## src/sv/nonpreemptive_priority_scheduler_unit_defines.svh

```systemverilog
// assertion macros for the non-preemptive priority scheduler
// no dependencies; included by modules that carry assertions
`ifndef NONPREEMPTIVE_PRIORITY_SCHEDULER_UNIT_DEFINES_SVH
`define NONPREEMPTIVE_PRIORITY_SCHEDULER_UNIT_DEFINES_SVH

// same-cycle implication, checked on every rising edge out of reset
`define NPSU_ASSERT_NOW(label, clk, rst_n, ante, cons) \
	label: assert property (@(posedge clk) disable iff (!rst_n) (ante) |-> (cons)) \
		else $error("npsu assertion failed");

// next-cycle implication
`define NPSU_ASSERT_NEXT(label, clk, rst_n, ante, cons) \
	label: assert property (@(posedge clk) disable iff (!rst_n) (ante) |=> (cons)) \
		else $error("npsu assertion failed");

`endif

```

## src/sv/npsu_pkg.sv

```systemverilog
// shared types and constants for the non-preemptive priority scheduler
// no dependencies
package npsu_pkg;

	localparam int ARR_W       = 16;
	localparam int BURST_W     = 16;
	localparam int PRIO_W      = 8;
	localparam int ID_W        = 7;
	localparam int TIME_W      = 23;
	localparam int MAX_JOBS_DEF = 16;
	localparam logic [TIME_W-1:0] TIME_MAX = {TIME_W{1'b1}};
	localparam logic [ARR_W-1:0]  ARR_MAX  = {ARR_W{1'b1}};

	typedef struct packed {
		logic [ARR_W-1:0]   arr;
		logic [BURST_W-1:0] burst;
		logic [PRIO_W-1:0]  prio;
	} job_t;

	typedef struct packed {
		logic clear;
		logic sample;
		logic slot_done;
	} pick_ctrl_t;

	typedef struct packed {
		logic             found;
		job_t             best;
		logic [ARR_W-1:0] min_arr;
	} pick_stat_t;

endpackage

```

## src/sv/npsu_job_mem.sv

```systemverilog
// job store: one write port for loading, one registered read port for the scan
// depends on npsu_pkg
module npsu_job_mem #(
	parameter int MAX_JOBS = npsu_pkg::MAX_JOBS_DEF,
	parameter int IDX_W    = (MAX_JOBS > 1) ? $clog2(MAX_JOBS) : 1
) (
	input  logic               clk,
	input  logic               wr_en,
	input  logic [IDX_W-1:0]   wr_addr,
	input  npsu_pkg::job_t     wr_data,
	input  logic [IDX_W-1:0]   rd_addr,
	output npsu_pkg::job_t     rd_data
);

	npsu_pkg::job_t mem_q [MAX_JOBS];

	always_ff @(posedge clk) begin
		if (wr_en) begin
			mem_q[wr_addr] <= wr_data;
		end
	end

	always_ff @(posedge clk) begin
		rd_data <= mem_q[rd_addr];
	end

endmodule

```

## src/sv/npsu_pick_unit.sv

```systemverilog
// shared compare unit: keeps the best eligible job and the earliest pending arrival
// depends on npsu_pkg
module npsu_pick_unit #(
	parameter int MAX_JOBS = npsu_pkg::MAX_JOBS_DEF,
	parameter int IDX_W    = (MAX_JOBS > 1) ? $clog2(MAX_JOBS) : 1
) (
	input  logic                          clk,
	input  logic                          arst_n,
	input  npsu_pkg::pick_ctrl_t          ctrl,
	input  logic [IDX_W-1:0]              slot_idx,
	input  npsu_pkg::job_t                slot_job,
	input  logic [npsu_pkg::TIME_W-1:0]   tick,
	output npsu_pkg::pick_stat_t          stat,
	output logic [IDX_W-1:0]              best_idx
);

	logic                     found_q;
	npsu_pkg::job_t           best_q;
	logic [npsu_pkg::ARR_W-1:0] min_arr_q;
	logic [IDX_W-1:0]         best_idx_q;
	logic                     eligible;
	logic                     better;

	assign eligible = !ctrl.slot_done &&
		({{(npsu_pkg::TIME_W - npsu_pkg::ARR_W){1'b0}}, slot_job.arr} <= tick);
	assign better = !found_q || (slot_job.prio > best_q.prio) ||
		((slot_job.prio == best_q.prio) && (slot_job.arr < best_q.arr));

	always_ff @(posedge clk or negedge arst_n) begin
		if (!arst_n) begin
			found_q   <= 1'b0;
			min_arr_q <= npsu_pkg::ARR_MAX;
		end else if (ctrl.clear) begin
			found_q   <= 1'b0;
			min_arr_q <= npsu_pkg::ARR_MAX;
		end else if (ctrl.sample) begin
			if (eligible && better) begin
				found_q <= 1'b1;
			end
			if (!ctrl.slot_done && (slot_job.arr < min_arr_q)) begin
				min_arr_q <= slot_job.arr;
			end
		end
	end

	always_ff @(posedge clk) begin
		if (ctrl.sample && !ctrl.clear && eligible && better) begin
			best_q     <= slot_job;
			best_idx_q <= slot_idx;
		end
	end

	assign stat.found   = found_q;
	assign stat.best    = best_q;
	assign stat.min_arr = min_arr_q;
	assign best_idx     = best_idx_q;

endmodule

```

## src/sv/nonpreemptive_priority_scheduler_unit.sv

```systemverilog
// top level of the non-preemptive priority scheduler: sequencer, done flags and result register
// depends on npsu_pkg, npsu_job_mem, npsu_pick_unit and the defines header
//
// channel  dir  fields
// s_axis   in   tdata: arrival_time, burst_time, job_priority; tlast: last_job
// m_axis   out  tdata: job_id, completion_time, turnaround_time, waiting_time;
//               tlast: last_result
//
// loading stores jobs while the store has room; the item with tlast starts scheduling of N jobs
// each decision scans the store one slot a cycle through the read port,
// then registers the end tick in S_END and the result in S_RES
// an idle gap before pending arrivals costs one more scan of the store
// s_tready is low while scheduling; a result held by m_tready stalls only the next result
// reset is asynchronous, active low, and empties the store and the result register
`include "nonpreemptive_priority_scheduler_unit_defines.svh"

module nonpreemptive_priority_scheduler_unit #(
	parameter int MAX_JOBS = npsu_pkg::MAX_JOBS_DEF
) (
	input  logic        clk,
	input  logic        arst_n,
	input  logic        s_tvalid,
	output logic        s_tready,
	input  logic [39:0] s_tdata,   // arrival_time[15:0], burst_time[31:16], job_priority[39:32]
	input  logic        s_tlast,   // last_job
	output logic        m_tvalid,
	input  logic        m_tready,
	output logic [79:0] m_tdata,   // job_id[6:0], completion_time[29:7],
	                               // turnaround_time[52:30], waiting_time[75:53], zero[79:76]
	output logic        m_tlast    // last_result
);

	localparam int IDX_W = (MAX_JOBS > 1) ? $clog2(MAX_JOBS) : 1;
	localparam int CNT_W = $clog2(MAX_JOBS + 1);
	localparam int TW    = npsu_pkg::TIME_W;

	localparam logic [1:0] S_LOAD = 2'd0;
	localparam logic [1:0] S_SCAN = 2'd1;
	localparam logic [1:0] S_END  = 2'd2;
	localparam logic [1:0] S_RES  = 2'd3;

	logic [1:0]          state_q;
	logic [CNT_W-1:0]    count_q;
	logic [CNT_W-1:0]    finished_q;
	logic [CNT_W-1:0]    scan_idx_q;
	logic [MAX_JOBS-1:0] done_q;
	logic [TW-1:0]       tick_q;
	logic                rd_v_s1;
	logic [IDX_W-1:0]    rd_idx_s1;

	logic                m_tvalid_q;
	logic [npsu_pkg::ID_W-1:0] id_q;
	logic [TW-1:0]       comp_q;
	logic [TW-1:0]       tat_q;
	logic [TW-1:0]       wait_q;
	logic                last_q;

	logic                s_acc;
	logic                store_room;
	logic                issuing;
	logic                scan_end;
	logic                res_go;
	logic                res_last;
	logic [TW:0]         end_sum;
	logic [TW-1:0]       tat_val;
	logic [TW-1:0]       burst_ext;

	npsu_pkg::job_t       wr_job;
	npsu_pkg::job_t       rd_job;
	npsu_pkg::pick_ctrl_t pctrl;
	npsu_pkg::pick_stat_t pstat;
	logic [IDX_W-1:0]     best_idx;

	assign s_tready   = (state_q == S_LOAD);
	assign s_acc      = s_tvalid && s_tready;
	assign store_room = (count_q < CNT_W'(MAX_JOBS));
	assign issuing    = (state_q == S_SCAN) && (scan_idx_q < count_q);
	assign scan_end   = (state_q == S_SCAN) && !issuing && !rd_v_s1;
	assign res_go     = (state_q == S_RES) && (!m_tvalid_q || m_tready);
	assign res_last   = (finished_q == count_q);

	assign wr_job.arr   = s_tdata[15:0];
	assign wr_job.burst = s_tdata[31:16];
	assign wr_job.prio  = s_tdata[39:32];

	assign burst_ext = {{(TW - npsu_pkg::BURST_W){1'b0}}, pstat.best.burst};
	assign end_sum   = {1'b0, tick_q} + {1'b0, burst_ext};
	assign tat_val   = tick_q - {{(TW - npsu_pkg::ARR_W){1'b0}}, pstat.best.arr};

	assign pctrl.clear     = (s_acc && s_tlast) || (scan_end && !pstat.found) ||
		(res_go && !res_last);
	assign pctrl.sample    = rd_v_s1;
	assign pctrl.slot_done = done_q[rd_idx_s1];

	npsu_job_mem #(.MAX_JOBS(MAX_JOBS), .IDX_W(IDX_W)) u_mem (
		.clk     (clk),
		.wr_en   (s_acc && store_room),
		.wr_addr (count_q[IDX_W-1:0]),
		.wr_data (wr_job),
		.rd_addr (scan_idx_q[IDX_W-1:0]),
		.rd_data (rd_job)
	);

	npsu_pick_unit #(.MAX_JOBS(MAX_JOBS), .IDX_W(IDX_W)) u_pick (
		.clk      (clk),
		.arst_n   (arst_n),
		.ctrl     (pctrl),
		.slot_idx (rd_idx_s1),
		.slot_job (rd_job),
		.tick     (tick_q),
		.stat     (pstat),
		.best_idx (best_idx)
	);

	always_ff @(posedge clk or negedge arst_n) begin
		if (!arst_n) begin
			state_q    <= S_LOAD;
			count_q    <= '0;
			finished_q <= '0;
			scan_idx_q <= '0;
			done_q     <= '0;
			tick_q     <= '0;
			rd_v_s1    <= 1'b0;
		end else begin
			rd_v_s1 <= issuing;
			case (state_q)
				S_LOAD: begin
					if (s_acc) begin
						if (store_room) begin
							count_q <= count_q + 1'b1;
						end
						if (s_tlast) begin
							state_q    <= S_SCAN;
							tick_q     <= '0;
							finished_q <= '0;
							scan_idx_q <= '0;
						end
					end
				end
				S_SCAN: begin
					if (issuing) begin
						scan_idx_q <= scan_idx_q + 1'b1;
					end else if (scan_end) begin
						if (pstat.found) begin
							state_q <= S_END;
						end else begin
							tick_q     <= {{(TW - npsu_pkg::ARR_W){1'b0}}, pstat.min_arr};
							scan_idx_q <= '0;
						end
					end
				end
				S_END: begin
					tick_q             <= end_sum[TW] ? npsu_pkg::TIME_MAX : end_sum[TW-1:0];
					done_q[best_idx]   <= 1'b1;
					finished_q         <= finished_q + 1'b1;
					state_q            <= S_RES;
				end
				S_RES: begin
					if (res_go) begin
						if (res_last) begin
							state_q    <= S_LOAD;
							count_q    <= '0;
							finished_q <= '0;
							done_q     <= '0;
							tick_q     <= '0;
						end else begin
							state_q    <= S_SCAN;
							scan_idx_q <= '0;
						end
					end
				end
				default: begin
					state_q <= S_LOAD;
				end
			endcase
		end
	end

	always_ff @(posedge clk) begin
		if (issuing) begin
			rd_idx_s1 <= scan_idx_q[IDX_W-1:0];
		end
	end

	// result register
	always_ff @(posedge clk or negedge arst_n) begin
		if (!arst_n) begin
			m_tvalid_q <= 1'b0;
		end else if (res_go) begin
			m_tvalid_q <= 1'b1;
		end else if (m_tready) begin
			m_tvalid_q <= 1'b0;
		end
	end

	always_ff @(posedge clk) begin
		if (res_go) begin
			id_q   <= npsu_pkg::ID_W'(best_idx) + 1'b1;
			comp_q <= tick_q;
			tat_q  <= tat_val;
			wait_q <= (tat_val > burst_ext) ? (tat_val - burst_ext) : '0;
			last_q <= res_last;
		end
	end

	assign m_tvalid = m_tvalid_q;
	assign m_tdata  = {4'b0, wait_q, tat_q, comp_q, id_q};
	assign m_tlast  = last_q;

	`NPSU_ASSERT_NOW(a_end_has_pick, clk, arst_n, state_q == S_END, pstat.found)
	`NPSU_ASSERT_NOW(a_read_in_range, clk, arst_n, rd_v_s1, {1'b0, rd_idx_s1} < (IDX_W+1)'(count_q))
	`NPSU_ASSERT_NOW(a_finished_bound, clk, arst_n, 1'b1, finished_q <= count_q)
	`NPSU_ASSERT_NEXT(a_set_cleared, clk, arst_n, res_go && res_last, (count_q == '0) && (done_q == '0))

endmodule

```

## config.mk

```make
export PLATFORM = sky130hd
export DESIGN_NAME = nonpreemptive_priority_scheduler_unit
export DESIGN_NICKNAME = d
export VERILOG_FILES = /design/src/sv/npsu_pkg.sv /design/src/sv/npsu_job_mem.sv /design/src/sv/npsu_pick_unit.sv /design/src/sv/nonpreemptive_priority_scheduler_unit.sv
export VERILOG_INCLUDE_DIRS = /design/src /design/src/sv
export SDC_FILE = /design/constraint.sdc
export NUM_CORES = 1
export LEC_CHECK = 0
export BUFFER_PORTS_ARGS = -buffer_cell sky130_fd_sc_hd__buf_4
export CORE_MARGIN = 5
export CORE_UTILIZATION = 45
export CTS_CLUSTER_SIZE = 30
export DETAILED_ROUTE_END_ITERATION = 10
export HOLD_SLACK_MARGIN = 0.08
export SLEW_MARGIN = 20
export SYNTH_ARGS = -nofsm -noshare
export SYNTH_HDL_FRONTEND = slang
export SYNTH_SLANG_ARGS = --single-unit
```

## constraint.sdc

```tcl
create_clock -name clk -period 9.5 [get_ports clk]
set_input_delay 0.95 -clock clk [delete_from_list [all_inputs] [get_ports clk]]
set_output_delay 0.95 -clock clk [all_outputs]
set_load 0.05 [all_outputs]
```

After elaboration in Yosys (flattened, before gate mapping)
Memory sizes are Yosys's and may differ from the RTL's. A register that Yosys moved wholly into a read port is not among the register bits.
Index checks and enable logic that the tools add are counted.

word-level totals
  register bits after elaboration = 200
  RAM bits = 640
  logic and storage cells = 150
  memories = 1

memories
  name         depth  bits a word  rd ports  clocked after memory_dff  write ports  line                source
  u_mem.mem_q  16     40           1         1                         1            npsu_job_mem.sv:15  npsu_pkg::job_t mem_q [MAX_JOBS];

cells by class
  add/sub/neg operators = 7
  order comparisons = 10
  equal/unequal tests = 17
  mux-type cells = 48
  bitwise operators = 1
  reductions and logical operators = 46

operators with widths
  kind                                                 number
  two-way mux 23 bit                                   8
  one-hot mux 23 bit (4 select lines)                  1
  two-way mux 16 bit                                   5
  two-way mux 5 bit                                    11
  subtractor 23 x 16 -> 23 bit                         2
  < comparator 16 bit                                  2
  one-hot mux 16 bit (2 select lines)                  1
  one-hot mux 5 bit (3 select lines)                   2
  adder 23 x 16 -> 24 bit                              1
  > comparator 23 x 16 -> 1 bit                        1
  <= comparator 16 x 23 -> 1 bit                       1
  logical AND 1 bit                                    17
  OR 16 bit                                            1
  adder 5 x 1 -> 5 bit (second input constant)         3
  AND reduction 7 bit                                  2
  two-way mux 2 bit                                    6
  != test 2 bit (second input constant)                6
  nonzero test 2 bit                                   6
  < comparator 4 x 5 -> 1 bit (second input constant)  2
  two-way mux 1 bit                                    10
  one-hot mux 5 bit (2 select lines)                   1
  AND reduction 5 bit                                  2
  == test 8 bit                                        1
  > comparator 8 bit                                   1
  19 further kinds                                     36

Logic depth before layout (Yosys ltp)
Gate-level depths: netlist of run 1.

  depth after elaboration = 12
  depth in mapped cells = 20
  gate-level depth less buffers = 20

Modules after synthesis
From an unflattened synthesis of run 1, not the netlist that was laid out.

second synthesis, totals
  cell total of the unflattened synthesis = 2196
  area, all modules = 37035.5 um^2

modules (own cells, without submodules)
  module                                 instances  cells an instance  area an instance (um^2)  seq. area each (um^2)
  npsu_job_mem                           1          1040               25131.6                  20019.2
  nonpreemptive_priority_scheduler_unit  1          840                8376.8                   3823.7
  npsu_pick_unit                         1          316                3527.1                   1766.7

Least setup slack after synthesis of run 1
Ideal clock, no wire load.

  kind = register to register
  start = reg tick_q[8]
  end = reg u_pick.best_idx_q[0], in the netlist u_pick.best_idx[0] (enable)
  library setup time = 0.555 ns
  arrival = 6.290 ns
  required time = 8.945 ns
  slack = 2.655 ns
  cell stages (with the launch flop) = 12
  buffers on the path = 0
  period minus slack after synthesis = 6.845 ns
  cell sequence = dfrtp_1 -> inv_1 -> ha_1 -> a21o_1 -> a21o_1 -> a21o_1 -> a21o_1 -> a21oi_1 -> nor2_1 -> a2111oi_0 -> a21oi_1 -> nor4_1

on the way
  longest elaborated chain between the ends = 4

ends and longest elaborated chain
  item                            line                                          source
  from (decl)                     nonpreemptive_priority_scheduler_unit.sv:47   logic [TW-1:0] tick_q;
  from (signal assigned)          nonpreemptive_priority_scheduler_unit.sv:147  tick_q <= {{(TW - npsu_pkg::ARR_W){1'b0}}, pstat.min_arr};
  from (signal assigned)          nonpreemptive_priority_scheduler_unit.sv:153  tick_q <= end_sum[TW] ? npsu_pkg::TIME_MAX : end_sum[TW-1:0];
  <= comparator 16 x 23 -> 1 bit  npsu_pick_unit.sv:25                          ({{(npsu_pkg::TIME_W - npsu_pkg::ARR_W){1'b0}}, slot_job.arr} <= tick);
  logical AND 1 bit               npsu_pick_unit.sv:24                          assign eligible = !ctrl.slot_done &&
  logical AND 1 bit (2 in a row)  npsu_pick_unit.sv:47                          if (ctrl.sample && !ctrl.clear && eligible && better) begin
  to (signal assigned)            npsu_pick_unit.sv:49                          best_idx_q <= slot_idx;
  to (decl)                       npsu_pick_unit.sv:20                          logic [IDX_W-1:0] best_idx_q;

Every way passes these cells.
A chain may end at the register's enable or synchronous reset.

Worst setup path after layout of run 1
  start = reg tick_q[0]
  end = reg wait_q[15] (data pin)

on the way
  longest elaborated chain between the ends = 2
  elaborated cells on any way between the ends = 3
  those cells by class = add/sub: 2; order compare: 1

ends and longest elaborated chain
  item                                                                                  line                                          source
  subtractor 23 x 16 -> 23 bit (*)                                                      nonpreemptive_priority_scheduler_unit.sv:88   assign tat_val = tick_q - {{(TW - npsu_pkg::ARR_W){1'b0}}, pstat.best.arr};
  named net tat_val[6]                                                                  nonpreemptive_priority_scheduler_unit.sv:65   logic [TW-1:0] tat_val;
  subtractor 23 x 16 -> 23 bit / > comparator 23 x 16 -> 1 bit (equally long branches)  nonpreemptive_priority_scheduler_unit.sv:201  wait_q <= (tat_val > burst_ext) ? (tat_val - burst_ext) : '0;
  to (signal assigned)                                                                  nonpreemptive_priority_scheduler_unit.sv:201
  to (decl)                                                                             nonpreemptive_priority_scheduler_unit.sv:55   logic [TW-1:0] wait_q;

Mark *: on every way through the listed nets, which the timed path passes. The rest lies on a longest branch.

==> metrics.txt, run 1 <==
HPWL Detailed 47700 um; synthesized area 36500 um^2; slowest stage cell, crit path nor3_4; H-tree Lvls 3; vias in the first global route 20.1k; crit-path cells inv_1 -> ha_1 -> inv_1 -> fa_1 -> a21oi_1 -> o21ai_1 -> a21oi_1 -> xnor2_1 -> ha_1 -> o21a_1 -> o21ai_0 -> o311a_1 -> a211oi_2 -> a41oi_1 -> nor2_1 -> nor3_4 -> nor2_1; CP max stage delay 610 ps; #FFs+latches synth 878; TritonCTS buffer count 94; CP required 9860 ps; fill count 6521; Finished Layout Cells 3376; Post-synth ARST share 8.54%; TritonCTS clock tree yes; die area 86900 um^2; crit path kind flip-flop to flip-flop; Routed WL 83900 um; Clock Skew 39.3 ps; CP arrival 4890 ps; RSZ-0062 raised after global routing no; Buf+Inv Stages, Crit Path 2; area leader, netlist edfxtp_1; routed len/inst 24.9 um; Combinational Power Share 26.9%; I/O Buffers 121; Internal 8.18 mW; Cell variety after synth 77; first-pass GRT wire length 126000 um; setup bufs post-CTS 0; LEAKAGE 14.5 nW; commonest non-fill, non-tap cell in the layout edfxtp_1; pwr dens 286 nW/um^2; initial antenna violation count 4; post-synth top area share 62.8%; commonest cells after routing, fill and taps aside edfxtp_1, mux4_2, buf_4, ha_1, inv_1; DR vias/cell 5.65; cts-stage hold buffer count 0; reg2reg start tick_q[0]$_DFFE_PN0P_; Final Net Count 2403; crit share post-route 47.6%; worst setup path startpoint tick_q[0]$_DFFE_PN0P_; top cells by area, synth edfxtp_1, mux4_2, ha_1; DIE HEIGHT 295 um; pin count of the biggest net entering global routing 71; TNS Setup 0 ps; row count 104; hold slack 131 ps; Root Buffer clkbuf_16; Sequential Power Share 42.2%; via count 19.1k; Die Wd 295 um; Post-synth EDFFs 763; main flop type after synthesis edfxtp_1; Total GRT Usage 19.3%; sequential-to-total area share from yosys stat 70.2%; Worst Max-Slew Pin Slew 1080 ps; Final setup viols 0; Clock transition at path regs 60 ps; Synth Area per Inst 17.7 um^2; Psw 3.80 mW; register area 25600 um^2; Worst setup SP type flip-flop; Crit path max-delay family compound AO/OA/AOI/OAI gates; Core Area 80400 um^2; multi-input gate area in the final layout 10300 um^2; # placed instances 3197; antenna-violating nets left 0; Cells after Synth 2063; CP Max Fanout 20; sw frac 31.7%; FMAX 221 MHz; fin. max-slew vios 0; first-iteration detailed-routing DRC count 1390; synthesis-to-layout area growth 14.9%; Syn. warnings 0; worst skew pair latency 650 ps; Initial Utilization 45.4%; clock network power share 30.9%; Worst VDD drop 0.000177 V; total congestion overflow 0; relative slew slack 27.7%; TritonRoute pass-1 iters 5; IO Count 128; Max clock buf depth 3; status complete, no violations; CP endpoint kind flip-flop; Tmin final 4520 ps; max cap viols 0; PostCTS Resize Cnt 0; clk sink count 878; # DRC 0; final hold violation count 0; Min-Delay Path Class input port to asynchronous set/reset pin; share of cells above drive strength 1 23.6%; Final GP Congestion 0.823
## area by class of cell
| type | instances | area share, % |
|---|---|---|
| Timing Repair Buffer | 150 | 2.69 |
| Clock buffer | 127 | 6.08 |
| Antenna cell | 1 | 0.00597 |
| Inverter | 104 | 0.937 |
| Sequential cell | 878 | 61.1 |
| Clock inverter | 51 | 1.50 |
| Multi-Input combinational cell | 1005 | 24.5 |
| Tap cell | 1060 | 3.16 |
## per-layer routing
layer,up-vias,share of wire (%),GRT usage [%]
met5,-,0,0
met4,0,2.4,4.87
met3,134,4.8,3.32
met2,477,50,33.2
met1,9961,42,25.9
li1,8517,-,-
## synthesized netlist by cell type (37+ instances only)
library cell    n
nand2_1        83
dfxtp_1        40
clkbuf_1       40
ha_1          122
edfxtp_1      763
a21o_1         37
mux4_2        205
nor2_1        101
a21oi_1        67
nand3_1        41
o21ai_1        38
inv_1         101
dfrtp_1        59
## registers in the layout, summed over array words and instances (netlist names), 23 cells and up
signal and cells:
u_mem.mem_q 640, u_mem.rd_data 40, u_pick.stat 40, comp_q 23, tat_q 23, tick_q 23
wait_q 23
## per-stage QoR
step	setup slack (ps)	power, mW	instance area [um^2]	utilization, %
2_1_floorplan	2660	7.40	36500	-
3_3_place_gp	4820	8.32	38700	48.2
3_5_place_dp	4660	8.38	38700	48.2
4_1_cts	4630	12.1	41900	52.1
5_1_grt	4520	12.6	41900	52.1
6_report	4980	12.0	41900	52.1
## final timing paths
path                                                   to  slack (ps)  depth (start not counted)
min in group clk                u_pick.stat[38]$_DFFE_PP_         410                          0
worst min register to register  u_pick.stat[38]$_DFFE_PP_         410                          0
worst min-delay path                done_q[6]$_DFFE_PN0P_         130                          1
worst max-delay path             wait_q[15]$_SDFFCE_PP0P_        4980                         17
worst max register to register   wait_q[15]$_SDFFCE_PP0P_        4980                         17
max in group asynchronous       scan_idx_q[1]$_DFFE_PN0P_        8160                          2
## power by group through the flow
stage | logic, mW | clock network [mW] | registers (mW)
after floorplan | 2.02 | 0 | 5.38
after global placement | 3.20 | 0 | 5.13
after detailed placement | 3.25 | 0 | 5.14
after CTS | 3.26 | 3.78 | 5.06
after global routing | 3.54 | 3.95 | 5.10
final | 3.23 | 3.70 | 5.05
## cell families (layout without fill, tap and decap cells)
logic type                 after synthesis  after routing  share of synthesized area [%]
AOI/OAI and AO/OA                      278            278                           4.95
xor gates and xnor gates                54             54                           1.30
adders and majority gates              125            125                           4.35
buffers and inverters                  185            432                           2.06
DFF                                    878            878                           70.2
muxes                                  209            209                           12.8
other                                    1              7                         0.0103
and+or+nand+nor                        333            333                           4.37
(Power assumes the default switching activity.)
==> inputs of run 2 (changes only) <==
- ABC_AREA: not set -> 1
- clock period: 9.5 -> 4.41 ns (I/O delays scaled with it)
==> run 2 against run 1 <==
Area after synthesis rose by 4.7%. Utilization rose by 0.33 points. Flip-flop and latch count did not move. Clock power rose by 120%. Final cell count rose by 36%. Synthesized cell count rose by 56%. Setup slack got worse by 4700 ps. Sequential share of layout area fell by 3.0 points.
==> metrics.txt, run 2 <==
TritonCTS clock tree yes; crit share post-route 92.8% (+45 points); Post-synth EDFFs 763 (unchanged); relative slew slack 12.2% (-16 points); RSZ-0062 raised after global routing no; DIE HEIGHT 301 um (+2.2%); Min-Delay Path Class input port to flip-flop; CP max stage delay 420 ps (-190 ps); pwr dens 668 nW/um^2 (+130%); Final setup viols 0 (unchanged); commonest cells after routing, fill and taps aside edfxtp_1, nand2_1, nor2_1, o21ai_0, inv_1; antenna-violating nets left 0 (unchanged); placed cell area 40400 um^2 (+4.3%); clk sink count 878 (unchanged); IO Count 128 (unchanged); row count 106 (+1.9%); Cells after Synth 3220 (+56%); Largest Register u_mem.mem_q; Worst Max-Slew Pin Slew 1320 ps (+237 ps); Tmin final 4090 ps (-431 ps); fin. max-slew vios 0 (unchanged); # placed instances 4373 (+37%); worst skew pair latency 670 ps (+20 ps); Clock transition at path regs 60 ps (about the same); Setup WS post-layout 319 ps (-4660 ps); H-tree Lvls 3 (unchanged); Worst setup SP type flip-flop; area leader, netlist edfxtp_1; #FFs+latches synth 878 (unchanged); Worst VDD drop 0.000394 V (+120%); # DRC 0 (unchanged); TritonRoute pass-1 iters 7 (+2); CP endpoint kind flip-flop; CP arrival 4500 ps (-390 ps); commonest non-fill, non-tap cell in the layout edfxtp_1; Finished Layout Cells 4591 (+36%); total congestion overflow 0 (unchanged); DR vias/cell 5.52 (-2.3%); post-synth top area share 60.0% (-2.8 points); Pwr Total 29.4 mW (+150%); cell area after layout 44000 um^2 (+5.1%); status complete, no violations; fill count 7133 (+9.4%); top post-synthesis cells by count edfxtp_1, nand2_1, nor2_1; Routed WL 98900 um (+18%); first-iteration detailed-routing DRC count 2302 (+66%); main flop type after synthesis edfxtp_1; synthesized area 38200 um^2 (+4.7%); Crit path max-delay family simple AND/OR/NAND/NOR gates; pin count of the biggest net entering global routing 235 (+230%); count leader, synth edfxtp_1; max cap viols 0 (unchanged); multi-input gate area in the final layout 11200 um^2 (+9.2%); sequential-to-total area share from yosys stat 67.1% (-3.1 points); Initial Utilization 45.5% (+0.11 points); crit path kind flip-flop to flip-flop; die area 90800 um^2 (+4.5%); first-pass GRT wire length 150000 um (+19%); via count 25.4k (+33%); LEAKAGE 16.3 nW (+12%); Max clock buf depth 3 (unchanged); CP required 4810 ps (-5050 ps); Buf+Inv Stages, Crit Path 1 (-1); TritonCTS buffer count 91 (-3.2%); initial antenna violation count 6 (+2); Root Buffer clkbuf_16; routed len/inst 21.6 um (-13%); top cells by area, synth edfxtp_1, nand2_1, nor2_1; Syn. warnings 0 (unchanged); Die Wd 301 um (+2.2%); Final Net Count 3543 (+47%); synthesis-to-layout area growth 15.3%; hold slack 107 ps (-23.4 ps); FMAX 244 MHz (+11%); HPWL Detailed 58600 um (+23%); Synth Area per Inst 11.9 um^2 (-33%); vias in the first global route 24.7k (+23%); register area 25600 um^2 (about the same); Total GRT Usage 21.5% (+2.2 points); final hold violation count 0 (unchanged); PostCTS Resize Cnt 0 (unchanged); share of cells above drive strength 1 11.9% (-12 points); final core occ 52.4% (+0.33 points); Cell variety after synth 54 (-30%); Clock Skew 60.5 ps (+21.2 ps); Place WS 413 ps (-4250 ps); TNS Setup 0 ps (unchanged); max reg flops 640 (unchanged); CP Max Fanout 21 (+5.0%); slowest stage cell, crit path dfrtp_1; Final GP Congestion 0.883 (+7.3%); crit-path cells ha_1 -> nand2_1 -> nor2_1 -> or2_1 -> a31oi_1 -> o21ai_0 -> a31oi_1 -> xor2_1 -> ha_1 -> nand2_1 -> nor2_1 -> nand4_1 -> nor4_1 -> nand2_2 -> a21oi_4 -> buf_12 -> nor2_2; Post-synth ARST share 8.54% (unchanged); I/O Buffers 121 (unchanged); Core Area 84000 um^2 (+4.4%)
## run 2: path summary, 6_finish.rpt
check | start | endpoint | slack (ps) | cells past startpoint
max | tick_q[2]$_DFFE_PN0P_ | wait_q[8]$_SDFFCE_PP0P_ | 320 | 17
max in group asynchronous | arst_n | scan_idx_q[0]$_DFFE_PN0P_ | 3430 | 2
max reg2reg | tick_q[2]$_DFFE_PN0P_ | wait_q[8]$_SDFFCE_PP0P_ | 320 | 17
min reg2reg | u_mem.rd_data[12]$_DFF_P_ | u_pick.stat[28]$_DFFE_PP_ | 400 | 0
min in group asynchronous | arst_n | tick_q[21]$_DFFE_PN0P_ | 420 | 2
min | s_tdata[15] | u_mem.mem_q[14][39]$_DFFE_PP_ | 110 | 1
## run 2: kinds of logic after synthesis
| group | after synthesis | share of synthesized area (%) |
|---|---|---|
| simple gates | 1161 | 12.6 |
| compound gates | 554 | 9.20 |
| mux | 67 | 1.76 |
| fa+ha+maj | 125 | 4.16 |
| flops | 878 | 67.1 |
| other cells | 1 | 0.00982 |
| buf+inv | 381 | 3.94 |
| xor+xnor | 53 | 1.22 |
## run 2: worst reg2reg max path: cells and delay by family (launching register included)
family	cells	cell delay (ps)
simple gates	9	1390
compound gates	4	840
fa+ha+maj	2	790
flops	1	420
buf+inv	1	200
xor+xnor	1	190
## run 2: metal layers
layer,wire (um),GRT usage (%)
met1,41500,28.8
met2,48800,36.5
met3,5670,3.16
met4,2940,6.62
met5,25,0
## run 2: final cells by class
cell class,count,area share (%)
Timing Repair Buffer,203,3.84
Tap cell,1134,3.22
Sequential cell,878,58.2
Clock buffer,129,5.91
Inverter,233,2.00
Antenna cell,5,0.0284
Clock inverter,43,1.35
Multi-Input combinational cell,1966,25.5
## run 2: power breakdown
part	internal, mW	switching [mW]
Sequential	10.4	0.799
Combinational	3.35	6.81
Clock	4.75	3.26
## run 2: what timing repair did
| action | in CTS | in global routing |
|---|---|---|
| buffers inserted | 0 | 0 |
| hold buffers | 41 | 0 |
| hold endpoints to repair | 673 | 0 |
